## src/hdl/crcrx_pkg.sv

```systemverilog
// ---------------------------------------------------------------------------
// crcrx_pkg - shared constants for the reply frame receiver
// Action codes, status codes, register indexes and frame constants.
// ---------------------------------------------------------------------------
package crcrx_pkg;

  localparam int unsigned ACTION_W    = 2;
  localparam int unsigned STATUS_W    = 3;
  localparam int unsigned CFG_IDX_W   = 3;
  localparam int unsigned CFG_DATA_W  = 16;
  localparam int unsigned FIELD_IDX_W = 3;
  localparam int unsigned VALUE_W     = 16;

  localparam int unsigned MAX_FIELDS     = 8;
  localparam int unsigned CRC_TEXT_CHARS = 4;

  localparam logic [FIELD_IDX_W-1:0] LAST_FIELD = FIELD_IDX_W'(MAX_FIELDS - 1);

  // action codes
  localparam logic [ACTION_W-1:0] ACT_BYTE = 2'd0;
  localparam logic [ACTION_W-1:0] ACT_TICK = 2'd1;
  localparam logic [ACTION_W-1:0] ACT_ARM  = 2'd2;

  // status codes
  localparam logic [STATUS_W-1:0] ST_OK        = 3'd0;
  localparam logic [STATUS_W-1:0] ST_CRC_BAD   = 3'd1;
  localparam logic [STATUS_W-1:0] ST_FRAME_TO  = 3'd2;
  localparam logic [STATUS_W-1:0] ST_NO_REPLY  = 3'd3;
  localparam logic [STATUS_W-1:0] ST_NO_CRC_SEP = 3'd4;

  // register indexes
  localparam logic [CFG_IDX_W-1:0] CFG_START_CHAR = 3'd0;
  localparam logic [CFG_IDX_W-1:0] CFG_END_CHAR   = 3'd1;
  localparam logic [CFG_IDX_W-1:0] CFG_SEP_CHAR   = 3'd2;
  localparam logic [CFG_IDX_W-1:0] CFG_FRAME_TO   = 3'd3;
  localparam logic [CFG_IDX_W-1:0] CFG_ANSWER_TO  = 3'd4;

  // CRC-16/XMODEM
  localparam logic [15:0] CRC_POLY = 16'h1021;

  localparam logic [7:0] CHAR_PIPE  = 8'h7C;
  localparam logic [7:0] CHAR_O     = 8'h4F;
  localparam logic [7:0] CHAR_K     = 8'h4B;
  localparam logic [7:0] CHAR_PLUS  = 8'h2B;
  localparam logic [7:0] CHAR_MINUS = 8'h2D;

endpackage

```

## src/hdl/crc_checked_reply_frame_receiver_unit.sv

```systemverilog
// ---------------------------------------------------------------------------
// crc_checked_reply_frame_receiver_unit - CRC checked reply frame receiver
// Collects a framed reply byte by byte, parses decimal fields, checks the
// CRC-16/XMODEM hex text and reports fields or an error status.
// ---------------------------------------------------------------------------
//  channel   direction  handshake                 payload
//  cfg       in         cfg_we_i                  cfg_index_i, cfg_data_i
//  in        in         in_valid_i / in_ready_o   action_i, rx_byte_i
//  out       out        out_valid_o / out_ready_i status_o, field_index_o,
//                                                 field_value_o, first_is_ok_o,
//                                                 last_o
//
// A payload byte is accepted, decoded, then shifted through the bit-serial
// CRC register. Other items are accepted and decoded. end_char with CRC text
// adds a nibble-serial text compare. Every result, error or field, passes
// through S_EMIT and waits there while the output register is stalled.
// Reset clears all control state; field and CRC text stores are not cleared.
// A stalled result holds in the output register; decode still runs ahead of
// it until the next result needs the register.
// ---------------------------------------------------------------------------
module crc_checked_reply_frame_receiver_unit (
  input  logic                                  clk_i,
  input  logic                                  rst_ni,
  input  logic                                  cfg_we_i,
  input  logic [crcrx_pkg::CFG_IDX_W-1:0]       cfg_index_i,
  input  logic [crcrx_pkg::CFG_DATA_W-1:0]      cfg_data_i,
  input  logic                                  in_valid_i,
  output logic                                  in_ready_o,
  input  logic [crcrx_pkg::ACTION_W-1:0]        action_i,
  input  logic [7:0]                            rx_byte_i,
  output logic                                  out_valid_o,
  input  logic                                  out_ready_i,
  output logic [crcrx_pkg::STATUS_W-1:0]        status_o,
  output logic [crcrx_pkg::FIELD_IDX_W-1:0]     field_index_o,
  output logic signed [crcrx_pkg::VALUE_W-1:0]  field_value_o,
  output logic                                  first_is_ok_o,
  output logic                                  last_o
);
  import crcrx_pkg::*;

  typedef enum logic [2:0] {S_IDLE, S_EXEC, S_CRC, S_CHECK, S_EMIT} seq_e;
  typedef enum logic [1:0] {PH_WAIT, PH_PAYLOAD, PH_CRCTEXT, PH_DONE} phase_e;
  typedef enum logic [1:0] {NP_LEAD, NP_SIGN, NP_DIGITS, NP_END} np_e;
  typedef enum logic [1:0] {OK_NONE, OK_GOT_O, OK_GOT_OK, OK_FAIL} okm_e;

  localparam logic [1:0] CHECK_LAST = 2'(CRC_TEXT_CHARS - 1);

  function automatic logic [7:0] hex_char(input logic [3:0] nib);
    logic [7:0] c;
    c = (nib < 4'd10) ? (8'd48 + {4'd0, nib}) : (8'd87 + {4'd0, nib});
    return c;
  endfunction

  seq_e   state_q, state_d;
  phase_e phase_q, phase_d;
  np_e    np_q, np_d;
  okm_e   ok_q, ok_d;

  logic [7:0]  start_char_q, end_char_q, sep_char_q;
  logic [15:0] frame_to_q, answer_to_q;

  logic [ACTION_W-1:0] act_q, act_d;
  logic [7:0]          byte_q, byte_d;

  logic [15:0] tick_q, tick_d;
  logic [15:0] crc_q, crc_d;
  logic [2:0]  text_cnt_q, text_cnt_d;
  logic [FIELD_IDX_W-1:0] field_cnt_q, field_cnt_d;
  logic [15:0] mag_q, mag_d;
  logic        neg_q, neg_d;
  logic [FIELD_IDX_W-1:0] emit_idx_q, emit_idx_d;
  logic [2:0]  bit_cnt_q, bit_cnt_d;
  logic [7:0]  shift_q, shift_d;
  logic [2:0]  chk_pos_q, chk_pos_d;
  logic [1:0]  chk_cnt_q, chk_cnt_d;
  logic        chk_started_q, chk_started_d;
  logic        chk_bad_q, chk_bad_d;
  logic        res_err_q, res_err_d;
  logic [STATUS_W-1:0] res_status_q, res_status_d;

  logic                    out_valid_q, out_valid_d;
  logic [STATUS_W-1:0]     status_q, status_d;
  logic [FIELD_IDX_W-1:0]  field_index_q, field_index_d;
  logic [VALUE_W-1:0]      field_value_q, field_value_d;
  logic                    first_ok_q, first_ok_d;
  logic                    last_q, last_d;

  // stores, undefined until written
  logic [VALUE_W-1:0] store_q [MAX_FIELDS];
  logic [7:0]         text_q [CRC_TEXT_CHARS];

  logic                   store_we;
  logic [FIELD_IDX_W-1:0] store_idx;
  logic [VALUE_W-1:0]     store_wdata;
  logic                   text_we;

  logic        slot_free;
  logic        is_digit, is_space, take_digit;
  logic [15:0] tick_next;
  logic [18:0] mag10;
  logic [15:0] mag_sat;
  logic [3:0]  nib;
  logic        take_nib;
  logic        fb;

  assign slot_free = !out_valid_q || out_ready_i;
  assign is_digit  = (byte_q >= 8'd48) && (byte_q <= 8'd57);
  assign is_space  = (byte_q == 8'd32) || ((byte_q >= 8'd9) && (byte_q <= 8'd13));
  assign tick_next = (tick_q == 16'hFFFF) ? tick_q : (tick_q + 16'd1);
  assign mag10     = ({3'd0, mag_q} << 3) + ({3'd0, mag_q} << 1) + {15'd0, byte_q[3:0]};
  assign mag_sat   = (mag10 > 19'd32768) ? 16'h8000 : mag10[15:0];
  assign nib       = crc_q[15:12];
  assign take_nib  = (nib != 4'd0) || chk_started_q || (chk_cnt_q == CHECK_LAST);
  assign fb        = crc_q[15] ^ shift_q[7];

  always_comb begin
    state_d       = state_q;
    phase_d       = phase_q;
    np_d          = np_q;
    ok_d          = ok_q;
    act_d         = act_q;
    byte_d        = byte_q;
    tick_d        = tick_q;
    crc_d         = crc_q;
    text_cnt_d    = text_cnt_q;
    field_cnt_d   = field_cnt_q;
    mag_d         = mag_q;
    neg_d         = neg_q;
    emit_idx_d    = emit_idx_q;
    bit_cnt_d     = bit_cnt_q;
    shift_d       = shift_q;
    chk_pos_d     = chk_pos_q;
    chk_cnt_d     = chk_cnt_q;
    chk_started_d = chk_started_q;
    chk_bad_d     = chk_bad_q;
    res_err_d     = res_err_q;
    res_status_d  = res_status_q;
    out_valid_d   = out_valid_q && !out_ready_i;
    status_d      = status_q;
    field_index_d = field_index_q;
    field_value_d = field_value_q;
    first_ok_d    = first_ok_q;
    last_d        = last_q;
    store_we      = 1'b0;
    store_idx     = field_cnt_q;
    store_wdata   = '0;
    text_we       = 1'b0;
    take_digit    = 1'b0;

    case (state_q)
      S_IDLE: begin
        if (in_valid_i) begin
          act_d   = action_i;
          byte_d  = rx_byte_i;
          state_d = S_EXEC;
        end
      end

      S_EXEC: begin
        state_d = S_IDLE;
        if (act_q == ACT_ARM) begin
          phase_d = PH_WAIT;
          tick_d  = '0;
        end else if (act_q == ACT_TICK) begin
          if (phase_q != PH_DONE) begin
            tick_d = tick_next;
            if (phase_q == PH_WAIT) begin
              if (tick_next >= answer_to_q) begin
                res_err_d = 1'b1; res_status_d = ST_NO_REPLY;
                phase_d = PH_DONE; state_d = S_EMIT;
              end
            end else if (tick_next > frame_to_q) begin
              res_err_d = 1'b1; res_status_d = ST_FRAME_TO;
              phase_d = PH_DONE; state_d = S_EMIT;
            end
          end
        end else if (act_q == ACT_BYTE) begin
          if (phase_q == PH_WAIT) begin
            if (byte_q == start_char_q) begin
              phase_d     = PH_PAYLOAD;
              tick_d      = '0;
              crc_d       = '0;
              text_cnt_d  = '0;
              field_cnt_d = '0;
              ok_d        = OK_NONE;
              np_d        = NP_LEAD;
              mag_d       = '0;
              neg_d       = 1'b0;
              store_we    = 1'b1;
              store_idx   = '0;
            end
          end else if (phase_q != PH_DONE) begin
            if (byte_q == end_char_q) begin
              phase_d = PH_DONE;
              if (phase_q == PH_PAYLOAD) begin
                res_err_d = 1'b1; res_status_d = ST_NO_CRC_SEP;
                state_d = S_EMIT;
              end else begin
                chk_cnt_d = '0; chk_pos_d = '0;
                chk_started_d = 1'b0; chk_bad_d = 1'b0;
                state_d = S_CHECK;
              end
            end else if (phase_q == PH_CRCTEXT) begin
              if (text_cnt_q < 3'(CRC_TEXT_CHARS)) begin
                text_we    = 1'b1;
                text_cnt_d = text_cnt_q + 3'd1;
              end
            end else if (byte_q == CHAR_PIPE) begin
              phase_d = PH_CRCTEXT;
            end else begin
              shift_d   = byte_q;
              bit_cnt_d = '0;
              state_d   = S_CRC;
              if (byte_q == sep_char_q && field_cnt_q != LAST_FIELD) begin
                field_cnt_d = field_cnt_q + 1'b1;
                np_d        = NP_LEAD;
                mag_d       = '0;
                neg_d       = 1'b0;
                store_we    = 1'b1;
                store_idx   = field_cnt_q + 1'b1;
              end else begin
                case (np_q)
                  NP_LEAD: begin
                    if (!is_space) begin
                      if (byte_q == CHAR_PLUS || byte_q == CHAR_MINUS) begin
                        neg_d = (byte_q == CHAR_MINUS);
                        np_d  = NP_SIGN;
                      end else if (!is_digit) begin
                        np_d = NP_END;
                      end else begin
                        take_digit = 1'b1;
                      end
                    end
                  end
                  NP_SIGN, NP_DIGITS: begin
                    if (!is_digit) np_d = NP_END;
                    else take_digit = 1'b1;
                  end
                  default: ;
                endcase
                if (take_digit) begin
                  np_d     = NP_DIGITS;
                  mag_d    = mag_sat;
                  store_we = 1'b1;
                  if (neg_q) store_wdata = 16'd0 - mag_sat;
                  else store_wdata = mag_sat[15] ? 16'h7FFF : mag_sat;
                end
                if (field_cnt_q == '0) begin
                  case (ok_q)
                    OK_NONE:  ok_d = (byte_q == CHAR_O) ? OK_GOT_O : OK_FAIL;
                    OK_GOT_O: ok_d = (byte_q == CHAR_K) ? OK_GOT_OK : OK_FAIL;
                    default:  ok_d = OK_FAIL;
                  endcase
                end
              end
            end
          end
        end
      end

      // one message bit per cycle, MSB first
      S_CRC: begin
        crc_d     = {crc_q[14:0], 1'b0} ^ (fb ? CRC_POLY : 16'h0000);
        shift_d   = {shift_q[6:0], 1'b0};
        bit_cnt_d = bit_cnt_q + 3'd1;
        if (bit_cnt_q == 3'd7) state_d = S_IDLE;
      end

      // one hex digit per cycle, leading zeros skipped, CRC rotated back
      S_CHECK: begin
        if (take_nib) begin
          chk_started_d = 1'b1;
          chk_pos_d     = chk_pos_q + 3'd1;
          if (chk_pos_q >= text_cnt_q || text_q[chk_pos_q[1:0]] != hex_char(nib))
            chk_bad_d = 1'b1;
        end
        crc_d     = {crc_q[11:0], crc_q[15:12]};
        chk_cnt_d = chk_cnt_q + 2'd1;
        if (chk_cnt_q == CHECK_LAST) begin
          res_err_d    = chk_bad_d || (chk_pos_d != text_cnt_q);
          res_status_d = ST_CRC_BAD;
          emit_idx_d   = '0;
          state_d      = S_EMIT;
        end
      end

      S_EMIT: begin
        if (slot_free) begin
          out_valid_d = 1'b1;
          if (res_err_q) begin
            status_d      = res_status_q;
            field_index_d = '0;
            field_value_d = '0;
            first_ok_d    = 1'b0;
            last_d        = 1'b1;
            res_err_d     = 1'b0;
            state_d       = S_IDLE;
          end else begin
            status_d      = ST_OK;
            field_index_d = emit_idx_q;
            field_value_d = store_q[emit_idx_q];
            first_ok_d    = (ok_q == OK_GOT_OK);
            last_d        = (emit_idx_q == field_cnt_q);
            if (emit_idx_q == field_cnt_q) begin
              emit_idx_d = '0;
              state_d    = S_IDLE;
            end else begin
              emit_idx_d = emit_idx_q + 1'b1;
            end
          end
        end
      end

      default: state_d = S_IDLE;
    endcase
  end

  always_ff @(posedge clk_i or negedge rst_ni) begin
    if (!rst_ni) begin
      state_q       <= S_IDLE;
      phase_q       <= PH_WAIT;
      np_q          <= NP_LEAD;
      ok_q          <= OK_NONE;
      start_char_q  <= 8'd60;
      end_char_q    <= 8'd62;
      sep_char_q    <= 8'd44;
      frame_to_q    <= 16'd1000;
      answer_to_q   <= 16'd5000;
      act_q         <= ACT_BYTE;
      byte_q        <= '0;
      tick_q        <= '0;
      crc_q         <= '0;
      text_cnt_q    <= '0;
      field_cnt_q   <= '0;
      mag_q         <= '0;
      neg_q         <= 1'b0;
      emit_idx_q    <= '0;
      bit_cnt_q     <= '0;
      shift_q       <= '0;
      chk_pos_q     <= '0;
      chk_cnt_q     <= '0;
      chk_started_q <= 1'b0;
      chk_bad_q     <= 1'b0;
      res_err_q     <= 1'b0;
      res_status_q  <= ST_OK;
      out_valid_q   <= 1'b0;
      status_q      <= ST_OK;
      field_index_q <= '0;
      field_value_q <= '0;
      first_ok_q    <= 1'b0;
      last_q        <= 1'b0;
    end else begin
      state_q       <= state_d;
      phase_q       <= phase_d;
      np_q          <= np_d;
      ok_q          <= ok_d;
      act_q         <= act_d;
      byte_q        <= byte_d;
      tick_q        <= tick_d;
      crc_q         <= crc_d;
      text_cnt_q    <= text_cnt_d;
      field_cnt_q   <= field_cnt_d;
      mag_q         <= mag_d;
      neg_q         <= neg_d;
      emit_idx_q    <= emit_idx_d;
      bit_cnt_q     <= bit_cnt_d;
      shift_q       <= shift_d;
      chk_pos_q     <= chk_pos_d;
      chk_cnt_q     <= chk_cnt_d;
      chk_started_q <= chk_started_d;
      chk_bad_q     <= chk_bad_d;
      res_err_q     <= res_err_d;
      res_status_q  <= res_status_d;
      out_valid_q   <= out_valid_d;
      status_q      <= status_d;
      field_index_q <= field_index_d;
      field_value_q <= field_value_d;
      first_ok_q    <= first_ok_d;
      last_q        <= last_d;
      if (cfg_we_i) begin
        case (cfg_index_i)
          CFG_START_CHAR: start_char_q <= cfg_data_i[7:0];
          CFG_END_CHAR:   end_char_q   <= cfg_data_i[7:0];
          CFG_SEP_CHAR:   sep_char_q   <= cfg_data_i[7:0];
          CFG_FRAME_TO:   frame_to_q   <= cfg_data_i;
          CFG_ANSWER_TO:  answer_to_q  <= cfg_data_i;
          default: ;
        endcase
      end
    end
  end

  always_ff @(posedge clk_i) begin
    if (store_we) store_q[store_idx] <= store_wdata;
    if (text_we) text_q[text_cnt_q[1:0]] <= byte_q;
  end

  assign in_ready_o    = (state_q == S_IDLE);
  assign out_valid_o   = out_valid_q;
  assign status_o      = status_q;
  assign field_index_o = field_index_q;
  assign field_value_o = field_value_q;
  assign first_is_ok_o = first_ok_q;
  assign last_o        = last_q;

endmodule

```

## config.mk

```make
export PLATFORM = sky130hd
export DESIGN_NAME = crc_checked_reply_frame_receiver_unit
export DESIGN_NICKNAME = d
export VERILOG_FILES = /design/src/hdl/crcrx_pkg.sv /design/src/hdl/crc_checked_reply_frame_receiver_unit.sv
export SDC_FILE = /design/constraint.sdc
export NUM_CORES = 1
export LEC_CHECK = 0
export BUFFER_PORTS_ARGS = -buffer_cell sky130_fd_sc_hd__clkbuf_2
export CAP_MARGIN = 20
export CORE_MARGIN = 2
export CORE_UTILIZATION = 34
export CTS_BUF_LIST = sky130_fd_sc_hd__clkbuf_4 sky130_fd_sc_hd__clkbuf_8 sky130_fd_sc_hd__clkbuf_16
export CTS_CLUSTER_DIAMETER = 200
export DETAILED_ROUTE_END_ITERATION = 8
export HOLD_SLACK_MARGIN = 0.05
export MAX_ROUTING_LAYER = met4
export SETUP_SLACK_MARGIN = 0.1
export SYNTH_ARGS = -nofsm -noshare
export SYNTH_HDL_FRONTEND = slang
export SYNTH_SLANG_ARGS = --single-unit
```

## constraint.sdc

```tcl
create_clock -name clk_i -period 6.7 [get_ports clk_i]
set_clock_uncertainty 0.1 [all_clocks]
set_input_delay 0.67 -clock clk_i [delete_from_list [all_inputs] [get_ports clk_i]]
set_output_delay 0.67 -clock clk_i [all_outputs]
set_load 0.02 [all_outputs]
```

==> summary by stage <==
Synth
The area fraction in compound gates after synthesis is around 13%. The most used flip-flop cell after synthesis is edfxtp_1. For this run, the number of Yosys warnings is 0.

In the synthesized netlist the async set-or-reset flop fraction comes to between 50% and 60%. Of the total synthesized cell area, the portion taken by XOR and XNOR cells is ~3.2%. The area share of and/or/nand/nor cells after synthesis is between 10% and 20%. The number of nets in the synthesized netlist is about 1700. In this run, synthesis inferred 160 flip-flops with an integrated enable. The count of unique library cells instantiated by Yosys is a little over 80. The post-synthesis average cell area is 11.5 sq um. The cell taking the most area after synthesis is edfxtp_1.

After technology mapping, the gate count stands at around 1500. The largest family of logic cells by synthesized area is compound AO/OA/AOI/OAI gates. Of the synthesized area, sequential elements account for a little over half.

In this run the biggest area consumer among cell types represents 27.2% of the synthesized area. In this run the cell area of the synthesized design comes to roughly 0.018 sq mm. The arithmetic-cell share of the synthesized area counting full adders, half adders and majority gates is under 10%.

The number of register bits inferred by synthesis is 340. The proportion of synthesized area in mux cells is 9.98%. Sorting the synthesized cells by area gives the leading types as edfxtp_1, dfrtp_1, ha_1.

Critical path
The worst setup path is launched from a flop. The signal arrival time at the worst endpoint is just over 6 ns. The data required time at the worst endpoint is just under 7 ns. The start-to-end type of the worst setup path is reg2reg. The worst register-to-register path begins at byte_q[3]$_DFFE_PN0P_. The nature of the critical path endpoint is a flop. The start point of the critical path is byte_q[3]$_DFFE_PN0P_. The biggest fanout along the worst timing path is 21.

Power and ir drop
The total power after layout is around 7000 uW. For this design the ratio of total power to cell area is about 350 mW/mm^2. The worst-case IR drop observed on VDD is 0.146 mV.

The static power due to leakage is ~0.0082 uW.

Routing
Wires add up to a little over 40000 microns. The number of DRC violations after detailed routing is 0. For this block, the initial DRC count from the detailed router was 910. The detail route stage leaves a number of antenna-violating nets equal to 0.

The routed layout has between 10000 and 15000 vias. Dividing the detail-routed via count by the number of cells gives 5.19. The number of iterations in the first detailed-routing pass is 6. The routed length per instance is between 15 and 20 microns.

Timing
The number of pins exceeding their max-slew limit in the final report is 0. The transition time of the tightest slew-check pin is just under 1 ns. The final count of hold timing violations was 0. Hold is met by ~0.073 ns.

Subtracting the final worst setup slack from the clock period gives just over 6 ns. The count of final setup violators is 0. Headroom to the max-slew limit came out at between 30% and 40%. Setup repair after global routing left no endpoint under its margin. The final worst-path cycle share is 90.1%. The maximum frequency from static timing analysis is around 0.17 GHz. After routing, the total negative slack on setup checks comes to 0 ns.

CTS
In this run the number of H-tree levels came out at 2. TritonCTS built the clock tree. The insertion delay of the later-clocked pin in the worst-skew pair is between 0.5 and 0.6 ns. Clock tree synthesis selected as its root buffer the cell clkbuf_16. The maximum clock insertion buffer count is 3. The number of hold buffers added after CTS was 0.

The clock net in this run drives a total of 340 sinks. Buffers inserted during clock tree synthesis total 38. Clock-pin slew was measured on the worst setup and hold paths at approximately 0.060 ns.

Placement
The quantity of I/O buffers inserted on ports is just under 60. The HPWL after detailed placement is 27700 microns. The congestion estimate from routability-driven global placement came to a little over 0.9. The placed instances occupy a cell area of roughly 0.019 sq mm.

Finish
For this run, the post-layout net count is between 1500 and 2000. From synthesis to final layout, the design area changed by 13.4%. The number of antenna repair diodes is 0. The fraction of final layout cells sized beyond drive strength 1 is between 10% and 20%.

The cell area after layout is between 0.02 and 0.025 sq mm. At the end of the flow the core is filled with cells to approximately two fifths. The total of fill cells in the finished design is ~4900.

Global routing
Across every metal layer, demand over resource in global routing totals roughly 16%. The number of antenna violations at the first check in global routing was 0. The number of global-route vias before repair came to about 12000. Global routing finished with a remaining overflow of 0. The maximum number of pins on one net before global-route repair is 88. The wire length of the first global-routing pass is between 60000 and 70000 microns.

Min path
The path class of the lowest-slack min-delay path is in2async.

Floorplan
The chip height is 232 microns. After floorplanning, the core was sized to cover between 0.05 and 0.06 sq mm. The starting density of the core is about a third. Measured along the x axis, the die boundary spans 232 microns.

In this run the count of I/O pins placed on the die edge is 60. The overall die area is approximately 0.054 sq mm. The floorplan has 83 rows.

Run
The number of max-cap violations is 0.

Run status
The flow ran to the end, and the final reports show no timing, DRC or antenna violations.
## final cells by class
| class | instances | area, sq um | share of cell area (%) |
|---|---|---|---|
| sequential | 340 | 9340 | 46.7 |
| tap | 680 | 851 | 4.25 |
| timing repair buffer | 84 | 497 | 2.48 |
| clock buffer | 51 | 1100 | 5.51 |
| multi-input combinational | 1024 | 7650 | 38.2 |
| inverter | 92 | 345 | 1.73 |
| clock inverter | 18 | 229 | 1.14 |
## cells by family after synthesis
kind of cell / Yosys count
muxes: 122
xor gates and xnor gates: 64
and+or+nand+nor: 411
buffers and inverters: 170
AOI/OAI and AO/OA: 337
adders and majority gates: 90
DFF: 340
## repair_timing
item,CTS,global route
gates resized for setup,0,1
setup endpoints to repair,0,8
setup buffers,0,0
## per-stage QoR
| stage | cells | worst slack [ns] |
|---|---|---|
| global placement | 2218 | 0.803 |
| detailed placement | 2218 | 0.471 |
| CTS | 2287 | 0.427 |
| floorplan | 1534 | 0.844 |
| global route | 2289 | 0.200 |
| finish | 2289 | 0.662 |
## critical path, stage by stage, from the launching register on
cell      delay (ns)
dfrtp_1         0.34
inv_1           0.08
fa_1            0.60
inv_1           0.06
ha_1            0.33
a211oi_4        0.30
o31ai_4         0.16
a211o_1         0.36
and3_1          0.19
o32ai_1         0.57
o41ai_2         0.22
and2_4          0.28
nand2_1         0.14
ha_1            0.21
nand2_1         0.08
or2_2           0.29
nor4_1          0.32
o211ai_1        0.23
nor2_1          0.16
xnor2_1         0.13
a21oi_1         0.10
a211oi_2        0.48
## placed cells by master (no fill, tap or decap), types with 16 or more instances in the layout
cell type  instances
a21oi_1           65
buf_4             23
clkbuf_16         39
clkbuf_2          59
dfrtp_1          156
dfstp_2           23
edfxtp_1         160
ha_1              88
inv_1             92
mux2_2            52
mux2i_1           32
mux4_2            38
nand2_1          158
nand2b_1          31
nand3_1           18
nand4_1           16
nor2_1            81
nor3_1            25
o21ai_0          123
xnor2_1           48
xor2_1            16
## power by group
| group | switching (uW) | internal [uW] |
|---|---|---|
| logic | 1140 | 821 |
| clock network | 854 | 1350 |
| registers | 300 | 2500 |
## cell usage after synthesis (all sizes together), types with 4 or more instances
library cell and count:
o31ai 7, o22ai 4, nor2b 13, nor2 82, a21oi 69, a31oi 8
clkbuf 65, buf 13, inv 92, nor3b 6, edfxtp 160, a32o 4
mux4 38, nor3 27, and2 15, nand4 16, xnor2 48, or4 4
ha 88, o41ai 5, nor4 9, nand2b 31, a222oi 14, mux2 52
o221ai 4, a22o 14, and3 6, xor2 16, a211oi 9, o21bai 6
a21boi 9, nand3 18, a21o 13, dfrtp 157, or2 10, nand2 159
dfstp 23, a31o 5, mux2i 32, o21ai 127, o211ai 5, o21a 7
or3 7
## sequential cells by signal (all words and copies together) (netlist names), 8 cells and up
signal	count
field_value_o	16
start_char_q	8
answer_to_q	16
sep_char_q	8
shift_q	8
tick_q	16
frame_to_q	16
text_q	32
store_q	128
crc_q	16
end_char_q	8
mag_q	16
byte_q	8
## final timing paths
| check | endpoint | slack, ns | cells after the start |
|---|---|---|---|
| max reg2reg | store_q[2][12]$_DFFE_PP_ | 0.66 | 21 |
| max | store_q[2][12]$_DFFE_PP_ | 0.66 | 21 |
| min in group clk_i | answer_to_q[9]$_DFFE_PN1P_ | 0.24 | 3 |
| min | answer_to_q[11]$_DFFE_PN0P_ | 0.07 | 1 |
| min reg2reg | shift_q[1]$_DFFE_PN0P_ | 0.38 | 2 |
| max in group asynchronous | bit_cnt_q[1]$_DFFE_PN0P_ | 5.23 | 2 |
## routing by layer
layer,vias up,share of wire [%],wire length [microns],track usage (%)
li1,5686,-,-,-
met1,5918,46,18600,20.6
met2,213,48,19500,25.4
met3,52,4.7,1900,2.70
met4,0,1.8,750,4.03
met5,-,0,0,-
No activity file was read; power rests on OpenSTA's default activity.
